--- config.mk ---
export PLATFORM = sky130hd
export DESIGN_NAME = running_max_filter_1d
export DESIGN_NICKNAME = d
export VERILOG_FILES = /design/src/rtl/core/rmf_pkg.sv /design/src/rtl/core/rmf_front.sv /design/src/rtl/core/rmf_back.sv /design/src/rtl/core/running_max_filter_1d.sv
export SDC_FILE = /design/constraint.sdc
export NUM_CORES = 2
export LEC_CHECK = 0
export BUFFER_PORTS_ARGS = -buffer_cell sky130_fd_sc_hd__buf_2
export CAP_MARGIN = 30
export CORE_AREA = 5 5 291 293
export CTS_BUF_LIST = sky130_fd_sc_hd__clkbuf_4
export DETAILED_ROUTE_END_ITERATION = 12
export DIE_AREA = 0 0 296 298
export GPL_ROUTABILITY_DRIVEN = 0
export PLACE_DENSITY_LB_ADDON = 0.1
export SKIP_CTS_REPAIR_TIMING = 1
export SYNTH_ARGS = -nofsm -noshare
export SYNTH_HDL_FRONTEND = slang
export SYNTH_HIERARCHICAL = 1
export SYNTH_SLANG_ARGS = --single-unit
--- constraint.sdc ---
create_clock -name clk -period 31.4 [get_ports clk]
set_input_delay 1.57 -clock clk [delete_from_list [all_inputs] [get_ports clk]]
set_output_delay 1.57 -clock clk [all_outputs]
set_load 0.05 [all_outputs]
--- src/rtl/core/rmf_pkg.sv ---
// ----------------------------------------------------------------------------
// rmf_pkg
// Shared types, sizes and helpers of the running maximum filter.
// ----------------------------------------------------------------------------
package rmf_pkg;

  localparam int MAX_RADIUS      = 15;
  localparam int SAMPLE_WIDTH    = 16;
  localparam int RADIUS_WIDTH    = 4;
  localparam int RING_DEPTH      = 2 * MAX_RADIUS + 1;
  localparam int CNT_WIDTH       = $clog2(RING_DEPTH + 1);
  localparam int MAX_EMIT        = 16;
  localparam int EMIT_WIDTH      = $clog2(MAX_EMIT + 1);
  localparam int GROUP_SIZE      = 4;
  localparam int NUM_GROUPS      = (RING_DEPTH + GROUP_SIZE - 1) / GROUP_SIZE;
  localparam int QUEUE_DEPTH     = 4;
  localparam int QPTR_WIDTH      = $clog2(QUEUE_DEPTH);
  localparam int CFG_INDEX_WIDTH = 1;

  localparam logic [CFG_INDEX_WIDTH-1:0] CFG_RADIUS_BEFORE = CFG_INDEX_WIDTH'(0);
  localparam logic [CFG_INDEX_WIDTH-1:0] CFG_RADIUS_AFTER  = CFG_INDEX_WIDTH'(1);
  localparam logic [RADIUS_WIDTH-1:0]    RADIUS_RESET      = RADIUS_WIDTH'(1);

  typedef logic signed [SAMPLE_WIDTH-1:0] sample_t;

  localparam sample_t SAMPLE_MIN = {1'b1, {(SAMPLE_WIDTH-1){1'b0}}};

  typedef struct packed {
    sample_t sample;
    logic    last_in_column;
  } in_item_t;

  typedef struct packed {
    sample_t max_value;
    logic    end_of_column;
  } out_item_t;

  // head of the item queue as seen by the back end
  typedef struct packed {
    logic     valid;
    in_item_t item;
  } queue_head_t;

  function automatic sample_t smax(sample_t a, sample_t b);
    return (a > b) ? a : b;
  endfunction

  function automatic logic [CNT_WIDTH-1:0] clamp_radius(logic [RADIUS_WIDTH-1:0] r);
    if (int'(r) > MAX_RADIUS) begin
      return CNT_WIDTH'(MAX_RADIUS);
    end
    return CNT_WIDTH'(r);
  endfunction

endpackage

--- src/rtl/core/rmf_front.sv ---
// ----------------------------------------------------------------------------
// rmf_front
// Input side: takes samples and holds them in a short queue for the back end.
// ----------------------------------------------------------------------------
module rmf_front (
  input  logic                 clk,
  input  logic                 rst_n,
  input  logic                 in_valid,
  output logic                 in_stall,
  input  rmf_pkg::in_item_t    in_data,
  output rmf_pkg::queue_head_t q_head,
  input  logic                 q_pop
);
  import rmf_pkg::*;

  in_item_t                store_r [QUEUE_DEPTH];
  logic [QPTR_WIDTH-1:0]   wr_ptr_r;
  logic [QPTR_WIDTH-1:0]   wr_ptr_nxt;
  logic [QPTR_WIDTH-1:0]   rd_ptr_r;
  logic [QPTR_WIDTH-1:0]   rd_ptr_nxt;
  logic [QPTR_WIDTH:0]     count_r;
  logic [QPTR_WIDTH:0]     count_nxt;
  logic                    push;
  logic                    pop;

  assign in_stall = (count_r == (QPTR_WIDTH+1)'(QUEUE_DEPTH));
  assign push     = in_valid && !in_stall;
  assign pop      = q_pop && (count_r != '0);

  assign q_head.valid = (count_r != '0);
  assign q_head.item  = store_r[rd_ptr_r];

  always_comb begin
    wr_ptr_nxt = wr_ptr_r;
    rd_ptr_nxt = rd_ptr_r;
    count_nxt  = count_r;
    if (push) begin
      wr_ptr_nxt = (wr_ptr_r == QPTR_WIDTH'(QUEUE_DEPTH - 1)) ? '0 : wr_ptr_r + 1'b1;
    end
    if (pop) begin
      rd_ptr_nxt = (rd_ptr_r == QPTR_WIDTH'(QUEUE_DEPTH - 1)) ? '0 : rd_ptr_r + 1'b1;
    end
    if (push && !pop) begin
      count_nxt = count_r + 1'b1;
    end else if (pop && !push) begin
      count_nxt = count_r - 1'b1;
    end
  end

  always_ff @(posedge clk) begin
    if (!rst_n) begin
      wr_ptr_r <= '0;
      rd_ptr_r <= '0;
      count_r  <= '0;
    end else begin
      wr_ptr_r <= wr_ptr_nxt;
      rd_ptr_r <= rd_ptr_nxt;
      count_r  <= count_nxt;
    end
  end

  always_ff @(posedge clk) begin
    if (push) begin
      store_r[wr_ptr_r] <= in_data;
    end
  end

endmodule

--- src/rtl/core/rmf_back.sv ---
// ----------------------------------------------------------------------------
// rmf_back
// Back end: sample window, column counters, result sequencer and a two-stage
// registered max tree feeding the output register.
// ----------------------------------------------------------------------------
module rmf_back (
  input  logic                                  clk,
  input  logic                                  rst_n,
  input  rmf_pkg::queue_head_t                  q_head,
  output logic                                  q_pop,
  input  logic                                  cfg_valid,
  output logic                                  cfg_ready,
  input  logic [rmf_pkg::CFG_INDEX_WIDTH-1:0]   cfg_index,
  input  logic [rmf_pkg::RADIUS_WIDTH-1:0]      cfg_data,
  output logic                                  out_valid,
  input  logic                                  out_stall,
  output rmf_pkg::out_item_t                    out_data
);
  import rmf_pkg::*;

  typedef enum logic [1:0] {
    ST_IDLE  = 2'b01,
    ST_ISSUE = 2'b10
  } back_state_t;

  back_state_t             state_r;
  back_state_t             state_nxt;
  sample_t                 ring_r [RING_DEPTH];
  logic [CNT_WIDTH-1:0]    seen_r;
  logic [CNT_WIDTH-1:0]    seen_nxt;
  logic [CNT_WIDTH-1:0]    pend_r;
  logic [CNT_WIDTH-1:0]    pend_nxt;
  logic [EMIT_WIDTH-1:0]   emits_r;
  logic [EMIT_WIDTH-1:0]   emits_nxt;
  logic                    last_r;
  logic                    last_nxt;
  logic [RADIUS_WIDTH-1:0] radius_before_r;
  logic [RADIUS_WIDTH-1:0] radius_before_nxt;
  logic [RADIUS_WIDTH-1:0] radius_after_r;
  logic [RADIUS_WIDTH-1:0] radius_after_nxt;
  logic                    s1_valid_r;
  logic                    s1_valid_nxt;
  sample_t                 s1_part_r [NUM_GROUPS];
  logic                    s1_eoc_r;
  logic                    out_valid_r;
  logic                    out_valid_nxt;
  out_item_t               out_data_r;

  logic [CNT_WIDTH-1:0]    r1;
  logic [CNT_WIDTH-1:0]    r2;
  logic                    out_ready;
  logic                    s1_ready;
  logic                    issuing;
  logic                    more;
  logic                    done;
  logic                    flush;
  logic [CNT_WIDTH-1:0]    pend_e;
  logic [EMIT_WIDTH-1:0]   emits_e;
  logic [CNT_WIDTH-1:0]    base_seen;
  logic [CNT_WIDTH-1:0]    base_pend;
  logic [CNT_WIDTH-1:0]    back_off;
  logic [CNT_WIDTH-1:0]    lo;
  logic [CNT_WIDTH-1:0]    hi;
  logic [CNT_WIDTH:0]      hi_full;
  logic [CNT_WIDTH-1:0]    seen_m1;
  logic [RING_DEPTH-1:0]   in_win;
  sample_t                 leaf [NUM_GROUPS*GROUP_SIZE];
  sample_t                 part [NUM_GROUPS];
  sample_t                 final_max;

  function automatic logic due(logic [CNT_WIDTH-1:0] pend, logic [EMIT_WIDTH-1:0] emits,
                               logic last, logic [CNT_WIDTH-1:0] rad);
    logic pend_ok;
    pend_ok = last ? (pend != '0) : (pend > rad);
    return pend_ok && (emits < EMIT_WIDTH'(MAX_EMIT));
  endfunction

  function automatic logic [CNT_WIDTH-1:0] sat_inc(logic [CNT_WIDTH-1:0] x);
    return (x < CNT_WIDTH'(RING_DEPTH)) ? x + 1'b1 : x;
  endfunction

  assign r1        = clamp_radius(radius_before_r);
  assign r2        = clamp_radius(radius_after_r);
  assign cfg_ready = 1'b1;
  assign out_valid = out_valid_r;
  assign out_data  = out_data_r;

  // config writes
  always_comb begin
    radius_before_nxt = radius_before_r;
    radius_after_nxt  = radius_after_r;
    if (cfg_valid) begin
      case (cfg_index)
        CFG_RADIUS_BEFORE: radius_before_nxt = cfg_data;
        CFG_RADIUS_AFTER:  radius_after_nxt  = cfg_data;
        default: ;
      endcase
    end
  end

  // sequencer
  always_comb begin
    out_ready = !out_valid_r || !out_stall;
    s1_ready  = !s1_valid_r || out_ready;
    issuing   = (state_r == ST_ISSUE) && due(pend_r, emits_r, last_r, r2) && s1_ready;
    pend_e    = issuing ? pend_r - 1'b1 : pend_r;
    emits_e   = emits_r + EMIT_WIDTH'(issuing);
    more      = due(pend_e, emits_e, last_r, r2);
    done      = (state_r == ST_ISSUE) && !more;
    flush     = done && last_r;
    base_seen = flush ? '0 : seen_r;
    base_pend = flush ? '0 : pend_e;
    q_pop     = ((state_r == ST_IDLE) || done) && q_head.valid;

    seen_nxt  = q_pop ? sat_inc(base_seen) : base_seen;
    pend_nxt  = q_pop ? sat_inc(base_pend) : base_pend;
    emits_nxt = q_pop ? '0 : emits_e;
    last_nxt  = q_pop ? q_head.item.last_in_column : last_r;

    case (state_r)
      ST_IDLE:  state_nxt = q_pop ? ST_ISSUE : ST_IDLE;
      ST_ISSUE: state_nxt = (done && !q_pop) ? ST_IDLE : ST_ISSUE;
      default:  state_nxt = ST_IDLE;
    endcase

    s1_valid_nxt  = s1_ready ? issuing : s1_valid_r;
    out_valid_nxt = out_ready ? s1_valid_r : out_valid_r;
  end

  // window of the oldest pending position, as offsets back from the newest sample
  always_comb begin
    back_off = pend_r - 1'b1;
    lo       = (back_off > r2) ? back_off - r2 : '0;
    hi_full  = {1'b0, back_off} + {1'b0, r1};
    seen_m1  = seen_r - 1'b1;
    hi       = (hi_full > {1'b0, seen_m1}) ? seen_m1 : hi_full[CNT_WIDTH-1:0];
    for (int k = 0; k < RING_DEPTH; k++) begin
      in_win[k] = (CNT_WIDTH'(k) >= lo) && (CNT_WIDTH'(k) <= hi);
    end
    for (int i = 0; i < NUM_GROUPS*GROUP_SIZE; i++) begin
      leaf[i] = SAMPLE_MIN;
    end
    for (int k = 0; k < RING_DEPTH; k++) begin
      if (in_win[k]) begin
        leaf[k] = ring_r[k];
      end
    end
    for (int g = 0; g < NUM_GROUPS; g++) begin
      part[g] = leaf[g*GROUP_SIZE];
      for (int j = 1; j < GROUP_SIZE; j++) begin
        part[g] = smax(part[g], leaf[g*GROUP_SIZE + j]);
      end
    end
  end

  always_comb begin
    final_max = s1_part_r[0];
    for (int g = 1; g < NUM_GROUPS; g++) begin
      final_max = smax(final_max, s1_part_r[g]);
    end
  end

  always_ff @(posedge clk) begin
    if (!rst_n) begin
      state_r         <= ST_IDLE;
      seen_r          <= '0;
      pend_r          <= '0;
      emits_r         <= '0;
      last_r          <= 1'b0;
      radius_before_r <= RADIUS_RESET;
      radius_after_r  <= RADIUS_RESET;
      s1_valid_r      <= 1'b0;
      out_valid_r     <= 1'b0;
    end else begin
      state_r         <= state_nxt;
      seen_r          <= seen_nxt;
      pend_r          <= pend_nxt;
      emits_r         <= emits_nxt;
      last_r          <= last_nxt;
      radius_before_r <= radius_before_nxt;
      radius_after_r  <= radius_after_nxt;
      s1_valid_r      <= s1_valid_nxt;
      out_valid_r     <= out_valid_nxt;
    end
  end

  // newest sample at offset zero
  always_ff @(posedge clk) begin
    if (q_pop) begin
      ring_r[0] <= q_head.item.sample;
      for (int k = 1; k < RING_DEPTH; k++) begin
        ring_r[k] <= ring_r[k-1];
      end
    end
  end

  always_ff @(posedge clk) begin
    if (issuing) begin
      s1_part_r <= part;
      s1_eoc_r  <= last_r && (pend_r == CNT_WIDTH'(1));
    end
    if (out_ready && s1_valid_r) begin
      out_data_r.max_value     <= final_max;
      out_data_r.end_of_column <= s1_eoc_r;
    end
  end

endmodule

--- src/rtl/core/running_max_filter_1d.sv ---
// ----------------------------------------------------------------------------
// running_max_filter_1d
// Sliding-window maximum along a column of signed samples.
// ----------------------------------------------------------------------------
// Samples of a column enter on in_data with last_in_column set on the final
// one; each transfer takes place when in_valid is high and in_stall is low.
// For every position the block returns the maximum of the samples from
// radius_before earlier to radius_after later, clipped to the column, in
// position order on out_data, with end_of_column on the final result.
// Radii are written on the cfg channel (index 0 before, 1 after), only while
// the block is idle, a rule for the user that the block does not enforce;
// both reset to 1. A result passes the group-maximum and output registers.
// While the output is not stalled, the back end handles one sample per
// cycle, or one result per cycle when a sample releases several (up to
// radius_after + 1 at a column end), set by the single max tree. A four-entry
// queue takes samples in the meantime and raises in_stall when full.
// Reset empties the queue and the pipeline and clears the column counters.
// While out_stall is high the output register holds its result and the
// pipeline behind it fills, then the queue, then in_stall rises.
// ----------------------------------------------------------------------------
module running_max_filter_1d (
  input  logic                                clk,
  input  logic                                rst_n,
  input  logic                                in_valid,
  output logic                                in_stall,
  input  rmf_pkg::in_item_t                   in_data,
  output logic                                out_valid,
  input  logic                                out_stall,
  output rmf_pkg::out_item_t                  out_data,
  input  logic                                cfg_valid,
  output logic                                cfg_ready,
  input  logic [rmf_pkg::CFG_INDEX_WIDTH-1:0] cfg_index,
  input  logic [rmf_pkg::RADIUS_WIDTH-1:0]    cfg_data
);
  import rmf_pkg::*;

  queue_head_t q_head;
  logic        q_pop;

  rmf_front u_front (
    .clk      (clk),
    .rst_n    (rst_n),
    .in_valid (in_valid),
    .in_stall (in_stall),
    .in_data  (in_data),
    .q_head   (q_head),
    .q_pop    (q_pop)
  );

  rmf_back u_back (
    .clk       (clk),
    .rst_n     (rst_n),
    .q_head    (q_head),
    .q_pop     (q_pop),
    .cfg_valid (cfg_valid),
    .cfg_ready (cfg_ready),
    .cfg_index (cfg_index),
    .cfg_data  (cfg_data),
    .out_valid (out_valid),
    .out_stall (out_stall),
    .out_data  (out_data)
  );

endmodule

Word level (Yosys, flattened, before mapping)
Memory sizes are Yosys's and may differ from the RTL's. A register that Yosys moved wholly into a read port is not among the register bits.
Index checks and enable logic that the tools add are counted.
{ "op_classes": {"add_sub_neg": 11, "n_lt_le_gt_ge": 101, "n_eq_ne": 6, "n_mux": 85, "bitwise": 2, "reduce_logical": 63} }
{ "ops": {"columns": ["operator", "n"], "rows": [
  ["$mux W16", 61],
  ["$gt A16 B16 Y1", 30],
  ["$ge A5 B5 Y1 const A", 15],
  ["$le A5 B5 Y1 const A", 15],
  ["$logic_and A1 B1 Y1", 45],
  ["$mux W5", 9],
  ["$ge A4 B5 Y1 const A", 8],
  ["$le A4 B5 Y1 const A", 8],
  ["$ge A3 B5 Y1 const A", 4],
  ["$le A3 B5 Y1 const A", 4],
  ["$lt A5 B5 Y1 const B", 4],
  ["$gt A16 B16 Y1 const B", 1],
  ["$gt A5 B4 Y1", 3],
  ["$mux W2", 6],
  ["$add A5 B1 Y5 const B", 2],
  ["$ge A1 B5 Y1 const A", 2],
  ["$ge A2 B5 Y1 const A", 2],
  ["$le A1 B5 Y1 const A", 2],
  ["$le A2 B5 Y1 const A", 2],
  ["$reduce_bool A5 Y1", 2],
  ["$sub A5 B1 Y5 const B", 2],
  ["$logic_not A1 Y1", 8],
  ["$add A5 B4 Y6", 1],
  ["$eq A2 B2 Y1 const B", 3],
  ["18 further kinds", 29]
]} }
{ "word_totals": {"register_bits": 181, "mem_bits_rw": 564, "output_inout_bits": 20, "word_cells": 293, "mem_count": 2} }
{ "memory_table": {"columns": ["name", "depth", "word_bits", "rd", "rd_clocked_by_memory_dff", "write_ports", "line", "rtl"], "rows": [
  ["u_back.ring_r", 31, 16, 31, 0, 31, "rmf_back.sv:28", "sample_t ring_r [RING_DEPTH];"],
  ["u_front.store_r", 4, 17, 1, 1, 1, "rmf_front.sv:16", "in_item_t store_r [QUEUE_DEPTH];"]
]} }

Depth between registers and ports, before layout
{ "depth": {"depth_word": 17, "mapped_depth": 72, "ltp_nobuf": 62} }

Hierarchy
Netlist, hierarchy kept.
{ "by_module_without_submodules": {"columns": ["mod", "n_inst", "cells_per_inst", "area_each_um2"], "rows": [
  ["rmf_back", 1, 4125, 43145.1],
  ["rmf_front", 1, 140, 2974.1]
]} }

Worst setup path before layout
Ideal clock, no wire load.
{ "synth_path": {"kind": "input to register", "startpoint": "input port out_stall", "endpoint": "register u_front.count_r[2]", "setup_time_ns": 0.076, "arrival_time_ns": 23.558, "required_ns": 31.324, "setup_slack_ns": 7.767, "path_stages": 19, "path_cell_list": "nand3_1 -> and2_1 -> nand2_1 -> inv_1 -> xnor2_1 -> ha_1 -> a41o_1 -> a21oi_1 -> o31ai_1 -> nand3_1 -> o211ai_1 -> clkbuf_1 -> o31ai_1 -> ha_1 -> inv_1 -> fa_1 -> xor2_1 -> or3_1 -> a21boi_0"} }
{ "synth_via": {"elab_chain_cells": 16, "elab_cells_between_ends": 21, "classes_between": "add/sub (1); order compare (2); mux (3); reduce/logical (15)"} }
{ "synth_rtl": {"columns": ["element", "line", "rtl"], "rows": [
  ["from (decl)", "running_max_filter_1d.sv:28", "input logic out_stall,"],
  ["$logic_not A1 Y1 (*)", "rmf_back.sv:103", "out_ready = !out_valid_r || !out_stall;"],
  ["$logic_or A1 B1 Y1 (*)", "rmf_back.sv:103", null],
  ["$logic_or A1 B1 Y1 (*)", "rmf_back.sv:104", "s1_ready = !s1_valid_r || out_ready;"],
  ["$logic_and A1 B1 Y1 (*)", "rmf_back.sv:105", "issuing = (state_r == ST_ISSUE) && due(pend_r, emits_r, last_r, r2) && s1_ready;"],
  ["via u_back.issuing", "rmf_back.sv:53", "logic issuing;"],
  ["parallel branches: the longest is 3 deep, another holds $add A5 B1 Y5", null, null],
  ["$logic_and A1 B1 Y1 (*)", "rmf_back.sv:75", "return pend_ok && (emits < EMIT_WIDTH'(MAX_EMIT));"],
  ["$logic_not A1 Y1 (*)", "rmf_back.sv:109", "done = (state_r == ST_ISSUE) && !more;"],
  ["$logic_and A1 B1 Y1 (*)", "rmf_back.sv:109", null],
  ["$logic_or A1 B1 Y1 (*)", "rmf_back.sv:113", "q_pop = ((state_r == ST_IDLE) || done) && q_head.valid;"],
  ["$logic_and A1 B1 Y1 (*)", "rmf_back.sv:113", null],
  ["via q_pop", "running_max_filter_1d.sv:38", "logic q_pop;"],
  ["$logic_and A1 B1 Y1 (*)", "rmf_front.sv:28", "assign pop = q_pop && (count_r != '0);"],
  ["$logic_not A1 Y1", "rmf_front.sv:43", "if (push && !pop) begin"],
  ["$logic_and A1 B1 Y1", "rmf_front.sv:43", null],
  ["$mux W3 / $reduce_bool A2 Y1 (equally long branches)", null, null],
  ["to (signal assigned)", "rmf_front.sv:58", "count_r <= count_nxt;"],
  ["to (decl)", "rmf_front.sv:21", "logic [QPTR_WIDTH:0] count_r;"]
]} }
Mark *: on every way through the listed nets, which the timed path passes.
A chain may end at the register's enable or synchronous reset.

Final worst setup path
{ "layout_path": {"startpoint": "register u_back/s1_part_r[127] (netlist bit)", "endpoint": "register u_back.out_data_r (netlist bit u_back/out_data[1]), data pin"} }
{ "layout_via": {"elab_chain_cells": 14} }
{ "layout_rtl": {"columns": ["element", "line", "rtl"], "rows": [
  ["from (decl)", "rmf_back.sv:43", "sample_t s1_part_r [NUM_GROUPS];"],
  ["from (signal assigned)", "rmf_back.sv:199", "s1_part_r <= part;"],
  ["$gt A16 B16 Y1", "rmf_pkg.sv:45", "return (a > b) ? a : b;"],
  ["$mux W16 (*)", "rmf_pkg.sv:45", null],
  ["$gt A16 B16 Y1", "rmf_pkg.sv:45", null],
  ["$mux W16 (*)", "rmf_pkg.sv:45", null],
  ["$gt A16 B16 Y1", "rmf_pkg.sv:45", null],
  ["$mux W16 (*)", "rmf_pkg.sv:45", null],
  ["$gt A16 B16 Y1", "rmf_pkg.sv:45", null],
  ["$mux W16 (*)", "rmf_pkg.sv:45", null],
  ["$gt A16 B16 Y1", "rmf_pkg.sv:45", null],
  ["$mux W16 (*)", "rmf_pkg.sv:45", null],
  ["$gt A16 B16 Y1", "rmf_pkg.sv:45", null],
  ["$mux W16 (*)", "rmf_pkg.sv:45", null],
  ["$gt A16 B16 Y1", "rmf_pkg.sv:45", null],
  ["$mux W16 (*)", "rmf_pkg.sv:45", null],
  ["via u_back.final_max[0]", "rmf_back.sv:69", "sample_t final_max;"],
  ["to (decl)", "rmf_back.sv:47", "out_item_t out_data_r;"]
]} }
The timed path passes the listed nets; every way through them passes the cells marked *.

==> key figures <==
Final layout
  • Fill cells: 6,748
  • Most frequent cells in the layout: edfxtp_1, ha_1, nand2_1
  • Commonest non-fill, non-tap cell in the layout: edfxtp_1
  • Register area: 22,100 µm²
  • # nets final: 4,950
  • Fin cells: 5,628
  • Syn-to-layout area delta: 9.11%
  • Multi-input gate area in the final layout: 22,200 µm²
  • Share of layout cells above drive strength 1: 0.134

Timing
  • Setup Skew: 0.0769 ns
  • Slew Viols, Final: 0
  • Setup violators final: 0
  • Highest achievable clock rate: 58.2 MHz
  • Final worst-path cycle share: 0.547
  • Fin. Hold Viols: 0
  • Min cycle time layout: 17.17 ns
  • Worst slew pin tran: 1.07 ns
  • Unrepaired setup endpoints after global routing: false
  • Relative slew slack: 0.289
  • Sum Neg Setup Slack: 0 ns

Yosys
  • Post-Syn Instances: 4,265
  • Syn Area/Cell: 10.8 µm²
  • Post-synth EDFFs: 710
  • Dominant synthesized flop cell: edfxtp_1
  • Register area share after synthesis: 0.478
  • Flops & latches, synth: 747
  • Yosys warns: 6
  • Unique masters post-synth: 97
  • Syn nets: 4,811
  • Synthesized area: 46,100 µm²
  • FFs w/ async S/R, synth: 0

CTS
  • CTS tree: yes
  • Bufs on Longest Clock Path: 3
  • H-tree levels: 4
  • CTS buffer count: 199
  • Worst-Skew Late Latency: 1.15 ns
  • Clock-pin slew on the worst setup and hold paths: 0.07 ns
  • Root Buffer: clkbuf_4
  • Clock Sinks: 747

Routing
  • DR pass1 iterations: 7
  • Vias per cell: 6.18
  • Routed WL per cell: 22.4 µm
  • Routed Antenna Nets: 0
  • Post-Route WL: 126 mm
  • 1st-iter DRT viols: 3,094
  • Routed vias: 34,806
  • Remaining DRCs: 0

Placed design
  • Hpwl dp: 93.0 mm
  • Dpl cells: 5,271
  • Input/output buffers: 45

Run
  • # Max-Cap Violations: 0

Floorplanning
  • Die Span Y: 298 µm
  • Initial Util: 0.565
  • IO Count: 47
  • Die Area: 88,200 µm²
  • Rows: 105
  • Die Width: 296 µm
  • Core Box Area: 81,600 µm²

Setup path
  • Setup CP Type: flip-flop to flip-flop
  • Worst Setup End Kind: flip-flop
  • Most used cell, CP: ha_1
  • Crit path DAT: 18.00 ns
  • R2R depth: 59
  • Max FO, Critical Path: 49
  • CP required: 32.23 ns
  • CP Launch Type: flip-flop
  • Crit path max-delay cell type: o21a_1
  • Slowest stage delay, CP: 0.81 ns

GRT
  • Initial antenna violation count: 3
  • Largest net degree at the start of global routing: 176
  • Number of global-route vias before repair: 33,673
  • Global-route wire length before repair: 193 mm
  • Gr ovfl total: 0
  • Total GRT Usage: 0.281

Min path
  • Cells on Worst Hold Path: 0
  • Worst hold path class: flip-flop to flip-flop

Outcome
  • Status: complete, no violations
-- through the flow --
step	util	worst slack, ns	instance area [µm²]	hold WS, ns
detailed placement	0.584	14.53	47700	0.429
CTS	0.616	14.42	50300	0.411
floorplan	-	7.77	46100	0.400
finish	0.617	14.23	50300	0.421
global placement	0.584	14.96	47600	0.401
global route	0.617	13.04	50300	0.443
-- critical path: cells and delay by family (launching register included) --
family,cells,cell delay [ns]
buf+inv,6,1.82
simple gates,15,4.21
fa+ha+maj,7,2.23
mux,5,1.71
compound gates,26,6.44
flops,1,0.40
-- Yosys cell counts (42+ instances only) --
master | number | share of area
edfxtp_1 | 710 | 0.46
ha_1 | 516 | 0.14
nand2_1 | 513 | 0.042
inv_1 | 345 | 0.028
nand3_1 | 204 | 0.022
a21oi_1 | 186 | 0.020
nor2_1 | 168 | 0.014
o21ai_0 | 164 | 0.018
and2_1 | 147 | 0.020
clkbuf_1 | 119 | 0.0097
mux2_2 | 93 | 0.023
nand4_1 | 87 | 0.012
mux2i_1 | 66 | 0.014
a21o_1 | 64 | 0.010
a22oi_1 | 58 | 0.0094
nor2b_1 | 57 | 0.0077
o221ai_1 | 48 | 0.0091
a211oi_1 | 47 | 0.0077
nor3_1 | 47 | 0.0051
o21a_1 | 42 | 0.0068
-- layout make-up --
cell class | instances | area share
antenna | 6 | 0.000298
sequential | 747 | 0.438
clock buffer | 281 | 0.0419
clock inverter | 68 | 0.00955
inverter | 345 | 0.0258
tap | 1070 | 0.0266
timing repair buffer | 115 | 0.0158
multi-input combinational | 2996 | 0.442
-- cell families (layout without fill, tap and decap cells) --
family,Yosys count,in the layout,share of synthesized area
other,1,7,0.0000813
buffers and inverters,522,809,0.0444
AND/OR/NAND/NOR,1361,1361,0.144
multiplexers,176,176,0.0459
AO/OA/AOI/OAI,920,920,0.142
adder cells (fa/ha/maj),519,519,0.141
flip-flops,747,747,0.478
XOR/XNOR,19,19,0.00377
-- sequential cells by signal, indices dropped and copies added, names as in the netlist, 2 cells and up, named ones only --
signal and cells:
u_back/out_data 17, u_back/pend_r 5, u_back/s1_part_r 128, u_back/emits_r 5
u_back/ring_r 496, u_back/radius_after_r 4, u_back/state_r 2, u_front/store_r 68
u_back/seen_r 5, u_front/wr_ptr_r 2, u_front/count_r 3, u_back/radius_before_r 4
u_front/rd_ptr_r 2
-- metal layers --
metal  track usage  up-vias  wire [µm]
li1              -    16452          -
met4         0.107        2       4490
met5             0        -         13
met2         0.455     1253      59200
met3        0.0504      213       8210
met1         0.381    16886      54200
-- final timing paths --
| path | from | endpoint | slack [ns] |
|---|---|---|---|
| worst max register to register | u_back/s1_part_r[127] | u_back/out_data[1] | 14.23 |
| worst max-delay path | u_back/s1_part_r[127] | u_back/out_data[1] | 14.23 |
| worst min-delay path | u_back/ring_r[1][137] | u_back/ring_r[1][153] | 0.42 |
| worst min register to register | u_back/ring_r[1][137] | u_back/ring_r[1][153] | 0.42 |
Power is not shown: default switching activity piles up to over one toggle a cycle in this logic, so the estimate is an artifact.
